`config.mk`:
```
export PLATFORM = sky130hd
export DESIGN_NAME = sfla_ctrl
export DESIGN_NICKNAME = d
export VERILOG_FILES = /design/src/sfla_pkg.sv /design/src/sfla_ctrl.sv
export SDC_FILE = /design/constraint.sdc
export NUM_CORES = 1
export LEC_CHECK = 0
export BUFFER_PORTS_ARGS = -buffer_cell sky130_fd_sc_hd__buf_2
export CORE_UTILIZATION = 45
export DETAILED_ROUTE_END_ITERATION = 7
export GPL_TIMING_DRIVEN = 1
export PLACE_DENSITY = 0.66
export RECOVER_POWER = 50
export SYNTH_ARGS = -nofsm -noshare
export SYNTH_HDL_FRONTEND = slang
export SYNTH_SLANG_ARGS = --single-unit
```
`constraint.sdc`:
```
create_clock -name clock -period 2.7 [get_ports clock]
set_input_delay 0.27 -clock clock [delete_from_list [all_inputs] [get_ports clock]]
set_output_delay 0.27 -clock clock [all_outputs]
set_load 0.02 [all_outputs]
```
`src/sfla_pkg.sv`:
```
// ----------------------------------------------------------------------------
// sfla_pkg: shared definitions of the segregated free-list allocator
// Constants, codes, and the command and status records between the
// controller and the datapath.
// ----------------------------------------------------------------------------
package sfla_pkg;

   localparam int ARENA_BYTES    = 65536;
   localparam int GRANULE        = 8;
   localparam int GRAN_SHIFT     = 3;
   localparam int SMALL_LIMIT    = 128;
   localparam int LIST_COUNT     = 16;
   localparam int LIST_W         = 4;
   localparam int STORE_DEPTH    = ARENA_BYTES / GRANULE;
   localparam int GIDX_W         = 13;
   localparam int POOL_W         = 17;
   localparam int ARENA_CAPACITY = ARENA_BYTES - GRANULE;
   localparam int REFILL_RESET   = 20;
   localparam int CNT_W          = 7;
   localparam int SIZE_W         = 16;
   localparam int N_W            = 8;

   typedef enum logic [1:0] {
      OP_ALLOC   = 2'd0,
      OP_FREE    = 2'd1,
      OP_REALLOC = 2'd2,
      OP_NONE    = 2'd3
   } opcode_type;

   typedef enum logic [1:0] {
      STATUS_DONE      = 2'd0,
      STATUS_OVERSIZE  = 2'd1,
      STATUS_NO_MEMORY = 2'd2
   } status_type;

   typedef enum logic [4:0] {
      CMD_IDLE,
      CMD_LOAD,
      CMD_FREE_OLD,
      CMD_FREE_NEW,
      CMD_SET_BIG,
      CMD_POP_READ,
      CMD_POP_DONE,
      CMD_REFILL_INIT,
      CMD_TAKE,
      CMD_DIV_INIT,
      CMD_DIV_STEP,
      CMD_TAKE_PART,
      CMD_GROW,
      CMD_SCAN_NEXT,
      CMD_BORROW_READ,
      CMD_BORROW_DONE,
      CMD_OOM,
      CMD_LINK_INIT,
      CMD_LINK_STEP
   } cmd_code_type;

   typedef struct packed {
      cmd_code_type code;
   } dp_cmd_type;

   typedef struct packed {
      opcode_type op;
      logic       big;
      logic       head_nz;
      logic       full;
      logic       fit;
      logic       grow_ok;
      logic       div_done;
      logic       multi;
      logic       link_last;
      logic       scan_hit;
      logic       scan_last;
   } dp_stat_type;

   function automatic logic [LIST_W-1:0] list_of(input logic [SIZE_W-1:0] s);
      logic [SIZE_W-1:0] t;
      t = s - SIZE_W'(1);
      if (s == '0) begin
         return '0;
      end
      return LIST_W'(t >> GRAN_SHIFT);
   endfunction

endpackage

```
`src/sfla_ctrl.sv`:
```
// ----------------------------------------------------------------------------
// sfla_ctrl: allocator controller
// Sequences each transaction through the free, pop, refill, divide, borrow and link steps that it needs.
// ----------------------------------------------------------------------------
module sfla_ctrl (
   input  logic                 clock,
   input  logic                 reset,
   input  logic                 start,
   output logic                 busy,
   output logic                 rsp_valid,
   output sfla_pkg::dp_cmd_type dp_cmd,
   input  sfla_pkg::dp_stat_type dp_stat
);

   typedef enum logic [10:0] {
      ST_IDLE        = 11'b00000000001,
      ST_DISPATCH    = 11'b00000000010,
      ST_ALLOC       = 11'b00000000100,
      ST_POP_WAIT    = 11'b00000001000,
      ST_CHECK       = 11'b00000010000,
      ST_DIV         = 11'b00000100000,
      ST_LINK0       = 11'b00001000000,
      ST_LINK        = 11'b00010000000,
      ST_SCAN        = 11'b00100000000,
      ST_BORROW_WAIT = 11'b01000000000,
      ST_RESP        = 11'b10000000000
   } state_type;

   state_type state_ff, state_in;

   always_comb begin
      state_in    = state_ff;
      dp_cmd.code = sfla_pkg::CMD_IDLE;
      case (state_ff)
         ST_IDLE: begin
            if (start) begin
               dp_cmd.code = sfla_pkg::CMD_LOAD;
               state_in    = ST_DISPATCH;
            end
         end
         ST_DISPATCH: begin
            case (dp_stat.op)
               sfla_pkg::OP_ALLOC: state_in = ST_ALLOC;
               sfla_pkg::OP_FREE: begin
                  dp_cmd.code = sfla_pkg::CMD_FREE_NEW;
                  state_in    = ST_RESP;
               end
               sfla_pkg::OP_REALLOC: begin
                  dp_cmd.code = sfla_pkg::CMD_FREE_OLD;
                  state_in    = ST_ALLOC;
               end
               default: state_in = ST_RESP;
            endcase
         end
         ST_ALLOC: begin
            if (dp_stat.big) begin
               dp_cmd.code = sfla_pkg::CMD_SET_BIG;
               state_in    = ST_RESP;
            end else if (dp_stat.head_nz) begin
               dp_cmd.code = sfla_pkg::CMD_POP_READ;
               state_in    = ST_POP_WAIT;
            end else begin
               dp_cmd.code = sfla_pkg::CMD_REFILL_INIT;
               state_in    = ST_CHECK;
            end
         end
         ST_POP_WAIT: begin
            dp_cmd.code = sfla_pkg::CMD_POP_DONE;
            state_in    = ST_RESP;
         end
         ST_CHECK: begin
            if (dp_stat.full) begin
               dp_cmd.code = sfla_pkg::CMD_TAKE;
               state_in    = ST_LINK0;
            end else if (dp_stat.fit) begin
               dp_cmd.code = sfla_pkg::CMD_DIV_INIT;
               state_in    = ST_DIV;
            end else begin
               dp_cmd.code = sfla_pkg::CMD_GROW;
               state_in    = dp_stat.grow_ok ? ST_CHECK : ST_SCAN;
            end
         end
         ST_DIV: begin
            if (dp_stat.div_done) begin
               dp_cmd.code = sfla_pkg::CMD_TAKE_PART;
               state_in    = ST_LINK0;
            end else begin
               dp_cmd.code = sfla_pkg::CMD_DIV_STEP;
            end
         end
         ST_LINK0: begin
            if (dp_stat.multi) begin
               dp_cmd.code = sfla_pkg::CMD_LINK_INIT;
               state_in    = ST_LINK;
            end else begin
               state_in = ST_RESP;
            end
         end
         ST_LINK: begin
            dp_cmd.code = sfla_pkg::CMD_LINK_STEP;
            if (dp_stat.link_last) begin
               state_in = ST_RESP;
            end
         end
         ST_SCAN: begin
            if (dp_stat.scan_hit) begin
               dp_cmd.code = sfla_pkg::CMD_BORROW_READ;
               state_in    = ST_BORROW_WAIT;
            end else if (dp_stat.scan_last) begin
               dp_cmd.code = sfla_pkg::CMD_OOM;
               state_in    = ST_RESP;
            end else begin
               dp_cmd.code = sfla_pkg::CMD_SCAN_NEXT;
            end
         end
         ST_BORROW_WAIT: begin
            dp_cmd.code = sfla_pkg::CMD_BORROW_DONE;
            state_in    = ST_CHECK;
         end
         ST_RESP: state_in = ST_IDLE;
         default: state_in = ST_IDLE;
      endcase
   end

   always_ff @(posedge clock) begin
      if (reset) begin
         state_ff <= ST_IDLE;
      end else begin
         state_ff <= state_in;
      end
   end

   assign busy      = (state_ff != ST_IDLE);
   assign rsp_valid = (state_ff == ST_RESP);

   a_strobe_single: assert property (@(posedge clock) disable iff (reset)
      rsp_valid |=> !rsp_valid) else $error("result strobe held for two cycles");
   a_start_busy: assert property (@(posedge clock) disable iff (reset)
      (start && !busy) |=> busy) else $error("accepted transaction did not start");
   a_reset_idle: assert property (@(posedge clock)
      reset |=> (state_ff == ST_IDLE)) else $error("controller not idle after reset");

endmodule

```
==> results by group, run 1 <==
Outcome
  – Status: finished, final reports clean

STA
  – Final Hold Vio Count: 0
  – Clock Skew: 0.00963 ns
  – Rel. slew slack: 0.666
  – Crit path time final: between 2 and 2.5 ns
  – Fin Setup TNS: 0 ns
  – FMAX: approximately 400 MHz
  – Slew Viols, Final: 0
  – RSZ-0062 raised after global routing: false
  – Worst Tran Pin Value: slightly below 0.5 ns
  – Final Cycle Share: 0.923
  – # setup viols final: 0

Floorplanning
  – I/O pin total: 22
  – Die X-Extent: between 40 and 50 µm
  – Row cnt: 16
  – Die ar.: 2320 µm²
  – Initial Utilization: 0.483
  – Area of the core: about 2000 µm²
  – Die height: a little under 50 µm

Yosys
  – Avg Inst Size Synth: around 7.8 µm²
  – Async set or reset register ratio after synthesis: 0
  – Syn Inst Count: 122
  – Synth area leader: dfxtp_1
  – Top FF cell, synth: dfxtp_1
  – Synthesized Nets: 140
  – Top cells by area, synth: dfxtp_1 23%, nor2_1 5.1%, ha_1 3.9%
  – Register area share after synthesis: 0.230
  – EDFF count, synth: 0
  – Share of the synthesized area in the top cell type: 0.230
  – Post-synth design cell area: 957 µm²
  – Synth Register Bits: 11
  – Synth warn: 0
  – Count of cell types in the netlist: 52

Detailed routing
  – Starting DRC count in detailed routing: 15
  – Drc violations: 0
  – Post-route ant nets: 0
  – Routed via count: 982
  – Post-Route WL: 2.36 mm
  – Via-to-Cell Ratio: slightly below 6
  – DR pass1 iterations: 4
  – Routed len/inst: around 14 µm

Cells and area
  – Most common cell after layout, fill and taps aside: buf_2
  – Max reg flops: 11
  – N_diodes: 0
  – Fin nets: between 150 and 200
  – Proportion of layout cells with a drive suffix above 1: 0.252
  – Area Growth Syn to Fin: 12.7%
  – Final core utilization: 0.544
  – Multi-input logic area: between 600 and 700 µm²
  – Largest regs: state_ff: 11 flops
  – Most frequent cells in the layout: 20 x buf_2, 13 x nor2_1, 11 x dfxtp_1
  – Filler instances: just under 200
  – Biggest register: state_ff
  – Register Area: ~220 µm²

Power and ir drop
  – Clk pwr share: 0.255
  – Final Power: approximately 0.44 mW
  – Reg power frac: 0.422
  – Sw Ratio: 0.359
  – Comb power frac: 0.323
  – Pwr/cell area: just over 400 nW/µm²
  – P_leak: 0.442 nW
  – Net Switching: between 0.15 and 0.2 mW
  – Int Power: ~0.28 mW
  – VDD IR max: ~0.00023 V

GRT
  – All-layer global routing usage: 0.232
  – Largest net degree at the start of global routing: 11
  – Number of global-route vias before repair: around 840
  – Global-route wire length before repair: between 3 and 4 mm
  – Antenna violations before repair: 0
  – Grt total ovfl: 0

Placement
  – Final RePlAce weighted congestion: 0.891
  – HPWL Detailed: between 1.5 and 2 mm
  – Number of buffers added on ports: 21

Flow run
  – Max cap viols: 0

Critical path
  – Crit-path slowest cell: or4_4
  – Critical Path AT: between 2 and 2.5 ns
  – Cell Chain, Critical Path: or4_4, nor4_4, nand4b_2, o21a_1, nand3_1, buf_2
  – CP delay by family, top: simple AND/OR/NAND/NOR gates
  – Setup crit end kind: output port
  – Worst EP required: about 2.4 ns
  – Worst r2r dst: state_ff[8]
  – WP buf/inv: 1
  – Crit Path Max Fanout: 10
  – Startpoint types: flip-flop
  – Critical path type: reg -> out
  – Worst reg2reg path startpoint: state_ff[8]
  – Reg2reg setup slack: about 0.79 ns
  – Register-to-Register Path Depth: 5
  – Worst path max stage delay: roughly 0.58 ns

Hold path
  – Min-Delay Startpoint: dp_stat[1]
  – Hold path endpoint: state_ff[9]
  – Hold depth: 3
  – Hold Crit Class: in -> reg

Clocking
  – Clk Latency, worst-skew pair: ~0.27 ns
  – Post-CTS Resized: 0
  – Clock Tree Buf Depth: 2
  – Htree depth: 1
  – Clk slew on worst S/H paths: approximately 0.080 ns
  – Count of hold-fix buffers inserted at cts: 0
  – Post-CTS setup buffer count: 0
  – CTS Buf Count: 3
  – Num Clock Sinks: 11
  – CTS tree: yes
  – Clk root buf: clkbuf_4
-- worst reg2reg max path, delay by kind of cell, from the launching register on --
kind / cells / cell delay (ns)
AO/OA/AOI/OAI: 1 / 0.20
flip-flops: 1 / 0.43
AND/OR/NAND/NOR: 4 / 1.24
-- logic make-up after synthesis --
group | after synthesis | synth area share
compound gates | 25 | 0.193
flops | 11 | 0.230
buf+inv | 15 | 0.0732
simple gates | 64 | 0.427
fa+ha+maj | 3 | 0.0392
xor+xnor | 4 | 0.0366
-- synth_stat cells (2+ instances only) --
cell and number:
or4_1 2, clkbuf_1 4, nand4_1 2, and3_1 3, nor4b_1 3, nor4_1 4
o21a_1 4, a211o_1 2, nor2_1 13, nor3b_1 2, buf_2 2, nand3_1 7
inv_1 6, o21ai_0 2, a21oi_1 3, or3_1 2, ha_1 3, nand2_1 7
dfxtp_1 11, a211oi_1 2, o2111ai_1 2, xnor2_1 3, o211ai_1 2, nor3_1 3
-- per-layer routing --
layer,routed length [µm],vias to the layer above,track usage,share of wire
met5,0,-,0,0
met4,21,0,0.0722,0.0089
met1,1100,457,0.323,0.47
li1,-,490,-,-
met2,1120,31,0.376,0.47
met3,119,4,0.0259,0.050
-- area by class of cell --
| class | count | share of cell area |
|---|---|---|
| multi-input cells | 96 | 0.618 |
| flip-flops and latches | 11 | 0.204 |
| repair buffers | 22 | 0.0998 |
| well taps | 27 | 0.0313 |
| clock buffers | 3 | 0.0209 |
| inverters | 6 | 0.0209 |
| clock inverters | 1 | 0.00464 |
-- metrics by stage --
stage                     instances  worst slack, ns  instance area (µm²)  hold WS [ns]
after floorplan                 122            0.685                  957         0.408
after global placement          162            0.569                 1060         0.542
final                           166            0.209                 1080         0.265
after CTS                       166            0.230                 1080         0.258
after detailed placement        162            0.526                 1060         0.548
after global routing            166           0.0984                 1080         0.264
-- how the worst max path moves through the flow --
stage | to | cells past startpoint | slack (ns) | from
after detailed placement | dp_cmd[1] | 6 | 0.53 | state_ff[4]
final | dp_cmd[1] | 6 | 0.21 | state_ff[4]
after global placement | dp_cmd[1] | 6 | 0.57 | state_ff[5]
after CTS | dp_cmd[1] | 6 | 0.23 | state_ff[4]
after floorplan | dp_cmd[1] | 6 | 0.68 | state_ff[4]
after global routing | dp_cmd[2] | 5 | 0.1 | state_ff[8]
-- power by group through the flow --
stage	Combinational (mW)	Sequential [mW]	Clock (mW)
6_report	0.144	0.188	0.113
5_1_grt	0.158	0.190	0.126
4_1_cts	0.146	0.187	0.114
3_5_place_dp	0.146	0.191	0
3_3_place_gp	0.145	0.190	0
2_1_floorplan	0.110	0.181	0
No activity file was read; power rests on OpenSTA's default activity.
==> run 2: changes to the inputs <==
CORE_ASPECT_RATIO = 1.1   (was not set)
clock period = 3.15 ns   (was 2.7 ns; I/O delays follow)
==> run 2 against run 1 <==
Compared with the run above:
- global-route usage is 1.7 points higher
- worst setup slack gained 0.17 ns
- combinational power is 17% lower
- sequential share of layout area rose by 0.76 points
- via count up 2.2%
- final cell count unchanged
- cell area decreased by 3.6%
- utilization shrank 2.4 points
- critical path type unchanged
- critical endpoint unchanged
==> results by group, run 2 (synthesized netlist as in run 1, its figures left out) <==
Outcome
  – Status: finished, final reports clean

Detailed routing
  – Post-route ant nets: 0
  – Routed len/inst: between 15 and 20 µm
  – Routed via count: around 1,000
  – DR pass1 iterations: 4
  – Post-Route WL: between 2 and 3 mm
  – Starting DRC count in detailed routing: between 40 and 50
  – Via-to-Cell Ratio: about 6.0
  – Drc violations: 0

STA
  – # setup viols final: 0
  – Clock Skew: ~0.0035 ns
  – Crit path time final: approximately 2.8 ns
  – Final Hold Vio Count: 0
  – RSZ-0062 raised after global routing: false
  – Final Cycle Share: 0.879
  – Worst Tran Pin Value: 0.697 ns
  – FMAX: 361 MHz
  – Rel. slew slack: 0.531
  – Slew Viols, Final: 0
  – Fin Setup TNS: 0 ns

Power and ir drop
  – Reg power frac: 0.421
  – Pwr/cell area: ~360 nW/µm²
  – Clk pwr share: 0.264
  – VDD IR max: just over 0.0002 V
  – Comb power frac: 0.316
  – Int Power: between 0.2 and 0.25 mW
  – P_leak: between 0.4 and 0.5 nW
  – Net Switching: 0.135 mW
  – Sw Ratio: 0.360

Cells and area
  – Max reg flops: 11
  – Fin area: between 1000 and 1500 µm²
  – Area Growth Syn to Fin: 8.63%
  – Most common cell after layout, fill and taps aside: buf_2
  – Largest regs: state_ff: 11 flops
  – Proportion of layout cells with a drive suffix above 1: 0.203
  – N_diodes: 0
  – Fin nets: approximately 160
  – Non-Filler Instances: 166
  – Biggest register: state_ff
  – Most frequent cells in the layout: 20 x buf_2, 13 x nor2_1, 11 x dfxtp_1

Floorplanning
  – Initial Utilization: 0.479
  – Row cnt: 17
  – I/O pin total: 22
  – Die height: slightly above 50 µm
  – Die X-Extent: 46.0 µm
  – Area of the core: between 1500 and 2000 µm²
  – Die ar.: roughly 2300 µm²

Critical path
  – Cell Chain, Critical Path: or4_1, nor4_1, nand4b_2, o21a_1, nand3_1, buf_2
  – Critical path type: reg -> out
  – Critical Path AT: ~2.5 ns
  – CP delay by family, top: simple AND/OR/NAND/NOR gates
  – Startpoint types: flip-flop
  – Setup crit end kind: output port
  – Crit Path Max Fanout: 10
  – Worst r2r dst: state_ff[6]
  – Crit-path slowest cell: or4_1
  – Worst EP required: 2.83 ns
  – Critical path launch point: state_ff[4]
  – Worst reg2reg path startpoint: state_ff[4]
  – Critical path depth: 6
  – Register-to-Register Path Depth: 5
  – Reg2reg setup slack: slightly below 1 ns
  – WP buf/inv: 1
  – Critical Path End: dp_cmd[1]
  – Worst path max stage delay: roughly 0.60 ns

Clocking
  – CTS tree: yes
  – Num Clock Sinks: 11
  – Post-CTS Resized: 0
  – Post-CTS setup buffer count: 0
  – Clk Latency, worst-skew pair: 0.27 ns
  – Count of hold-fix buffers inserted at cts: 0
  – Clock Tree Buf Depth: 2
  – Clk root buf: clkbuf_4
  – CTS Buf Count: 3
  – Htree depth: 1
  – Clk slew on worst S/H paths: around 0.070 ns

GRT
  – M3 GR Usage: 0.0360
  – Grt total ovfl: 0
  – Largest net degree at the start of global routing: 11
  – All-layer global routing usage: 0.249
  – Number of global-route vias before repair: roughly 930
  – Met2 usage: 0.420
  – Antenna violations before repair: 0
  – Global-route wire length before repair: roughly 4.2 mm
  – Layer with the highest usage: met2
  – Met1 Track Usage GR: 0.299

Hold path
  – Hold Crit Class: in -> reg

Flow run
  – Max cap viols: 0

Placement
  – Cell Area, Placed: roughly 1000 µm²
  – HPWL Detailed: 1.97 mm
  – Final RePlAce weighted congestion: 0.844
  – Placed cells: around 160
  – Number of buffers added on ports: 21
run 2: worst min-delay path by stage:
| stage | from | end | slack [ns] | cells after the start |
|---|---|---|---|---|
| 2_1_floorplan | dp_stat[1] | state_ff[9] | 0.45 | 2 |
| 3_3_place_gp | reset | state_ff[4] | 0.59 | 2 |
| 3_5_place_dp | reset | state_ff[4] | 0.58 | 2 |
| 4_1_cts | reset | state_ff[4] | 0.29 | 2 |
| 5_1_grt | reset | state_ff[4] | 0.30 | 2 |
| 6_report | reset | state_ff[4] | 0.29 | 2 |
run 2: worst reg2reg max path: stages, from the launching register on:
cell and delay, ns:
dfxtp_1 0.38, or3_1 0.46, nor4_1 0.55, nand4_1 0.28, o2111ai_1 0.28, a211oi_1 0.10
run 2: metal layers:
layer,part of all wire,vias up
met5,0,-
met4,0.020,0
met3,0.059,6
met2,0.50,44
met1,0.42,465
li1,-,489
run 2: power by group through the flow:
stage	registers, mW	logic, mW	clock network, mW
final	0.158	0.119	0.0990
after global routing	0.159	0.129	0.108
after CTS	0.159	0.124	0.101
after detailed placement	0.163	0.123	0
after global placement	0.162	0.123	0
after floorplan	0.155	0.0940	0
run 2: final cells by class:
| type | count | area [µm²] |
|---|---|---|
| Fill cell | 224 | 960 |
| Multi-Input combinational cell | 96 | 632 |
| Sequential cell | 11 | 220 |
| Timing Repair Buffer | 21 | 104 |
| Tap cell | 28 | 35.0 |
| Clock buffer | 4 | 26.3 |
| Inverter | 6 | 22.5 |
run 2: through the flow:
stage                util  power, mW  hold slack (ns)  setup slack [ns]
detailed placement  0.525      0.286            0.584             0.864
global placement    0.525      0.285            0.586             0.954
floorplan               -      0.249            0.453              1.09
CTS                 0.538      0.385            0.292             0.567
global route        0.520      0.396            0.298             0.269
finish              0.520      0.376            0.287             0.381
==> run 3: changes to the inputs <==
CORE_ASPECT_RATIO = 0.75   (was 1.1)
SLEW_MARGIN = 10   (was not set)
==> run 3 against run 2 <==
Compared with the run above:
- hold slack improved by 0.021 ns
- critical endpoint unchanged
- final cell count shrank 2.4%
- die area is essentially flat
- highest routed layer unchanged
- critical path depth is the same
- via count fell by 0.70%
==> results by group, run 3 (synthesized netlist as in run 1, its figures left out) <==
Clocking
  – Clk root buf: clkbuf_4
  – Num Clock Sinks: 11
  – Clk slew on worst S/H paths: 0.07 ns
  – Count of hold-fix buffers inserted at cts: 0
  – Htree depth: 1
  – CTS Buf Count: 3
  – Clock Tree Buf Depth: 2
  – Post-CTS Resized: 0
  – Post-CTS setup buffer count: 0
  – Clk Latency, worst-skew pair: ~0.27 ns
  – CTS tree: yes

Cells and area
  – Most frequent cells in the layout: 21 x buf_2, 13 x nor2_1, 11 x dfxtp_1
  – Filler instances: approximately 210
  – Most common cell after layout, fill and taps aside: buf_2
  – Max reg flops: 11
  – Largest regs: state_ff: 11 flops
  – Biggest register: state_ff
  – Non-Filler Instances: 162
  – Proportion of layout cells with a drive suffix above 1: 0.217
  – Area Growth Syn to Fin: 8.10%
  – N_diodes: 0
  – Fin nets: 157

Placement
  – Final RePlAce weighted congestion: ~0.95
  – Number of buffers added on ports: 21
  – HPWL Detailed: about 2.0 mm
  – Placed cells: between 150 and 200

Critical path
  – Cell Chain, Critical Path: or4_4, nor4_1, nand4b_2, o21a_1, nand3_1, buf_2
  – Startpoint types: flip-flop
  – WP buf/inv: 1
  – Worst EP required: roughly 2.8 ns
  – Critical path type: reg -> out
  – Crit-path slowest cell: or4_4
  – Crit Path Max Fanout: 10
  – Worst path max stage delay: between 0.5 and 0.6 ns
  – Setup crit end kind: output port
  – Critical Path AT: ~2.5 ns
  – CP delay by family, top: simple AND/OR/NAND/NOR gates

STA
  – Worst Hold Slack: between 0.3 and 0.4 ns
  – RSZ-0062 raised after global routing: false
  – Slew Viols, Final: 0
  – Clock Skew: 0.00205 ns
  – Final Hold Vio Count: 0
  – FMAX: 354 MHz
  – Crit path time final: between 2 and 3 ns
  – Fin Setup TNS: 0 ns
  – # setup viols final: 0
  – Final Cycle Share: 0.897
  – Rel. slew slack: 0.536
  – Worst Tran Pin Value: approximately 0.69 ns

Floorplanning
  – I/O pin total: 22
  – Die X-Extent: about 55 µm
  – Die ar.: 2320 µm²
  – Row cnt: 14
  – Area of the core: 2000 µm²
  – Initial Utilization: 0.479
  – Die height: 41.9 µm

Detailed routing
  – Post-route ant nets: 0
  – Drc violations: 0
  – Starting DRC count in detailed routing: 23
  – Routed via count: roughly 1,000
  – Via-to-Cell Ratio: about 6
  – Routed len/inst: about 15 µm
  – Post-Route WL: between 2 and 2.5 mm
  – DR pass1 iterations: 5

GRT
  – Antenna violations before repair: 0
  – Grt total ovfl: 0
  – Largest net degree at the start of global routing: 11
  – Global-route wire length before repair: approximately 4.0 mm
  – Number of global-route vias before repair: 866
  – All-layer global routing usage: 0.223

Power and ir drop
  – P_leak: roughly 0.44 nW
  – Pwr/cell area: ~360 nW/µm²
  – VDD IR max: 0.000227 V

Outcome
  – Status: finished, final reports clean

Flow run
  – Max cap viols: 0

Hold path
  – Hold Crit Class: in -> reg
[run 3: changes by cell type in the layout (fill, tap and decap cells not counted), sizes merged]
cell / delta
buf: +1
clkbuf: -1
[run 3: final timing paths]
kind / start / to / slack, ns / cells after the start
max: state_ff[4] / dp_cmd[1] / 0.33 / 6
min reg2reg: state_ff[4] / state_ff[6] / 0.66 / 2
max reg2reg: state_ff[4] / state_ff[4] / 0.87 / 5
min: reset / state_ff[8] / 0.31 / 2
[run 3: per-layer routing]
layer	global-route usage	vias up	wire (µm)
met4	0.0600	0	21
met2	0.333	50	1060
met5	0	-	0
li1	-	486	-
met3	0.0467	4	199
met1	0.326	457	1180
[run 3: final cells by class]
cell class,instances,area [µm²],share of cell area
multi-input combinational,96,631,0.609
sequential,11,220,0.213
timing repair buffer,21,105,0.102
clock buffer,4,26.3,0.0254
inverter,6,22.5,0.0218
tap,24,30.0,0.0290
[run 3: worst reg2reg max path, stage by stage, from the launching register on]
cell and delay (ns):
dfxtp_1 0.39, or4_4 0.58, nor4_1 0.59, nand4b_2 0.23
o21a_1 0.23, a21oi_1 0.18
[run 3: report_power, final]
part / internal, mW / total (mW) / switching [mW]
sequential: 0.145 / 0.158 / 0.0129
combinational: 0.0462 / 0.118 / 0.0716
clock: 0.0491 / 0.0961 / 0.0470
total: 0.241 / 0.372 / 0.131
[run 3: stage by stage]
stage / setup slack, ns / power (mW) / instance area [µm²] / utilization
4_1_cts: 0.628 / 0.382 / 1070 / 0.536
6_report: 0.325 / 0.372 / 1030 / 0.518
2_1_floorplan: 1.09 / 0.249 / 957 / -
5_1_grt: 0.277 / 0.392 / 1030 / 0.518
3_5_place_dp: 0.935 / 0.285 / 1040 / 0.523
3_3_place_gp: 0.962 / 0.284 / 1040 / 0.523
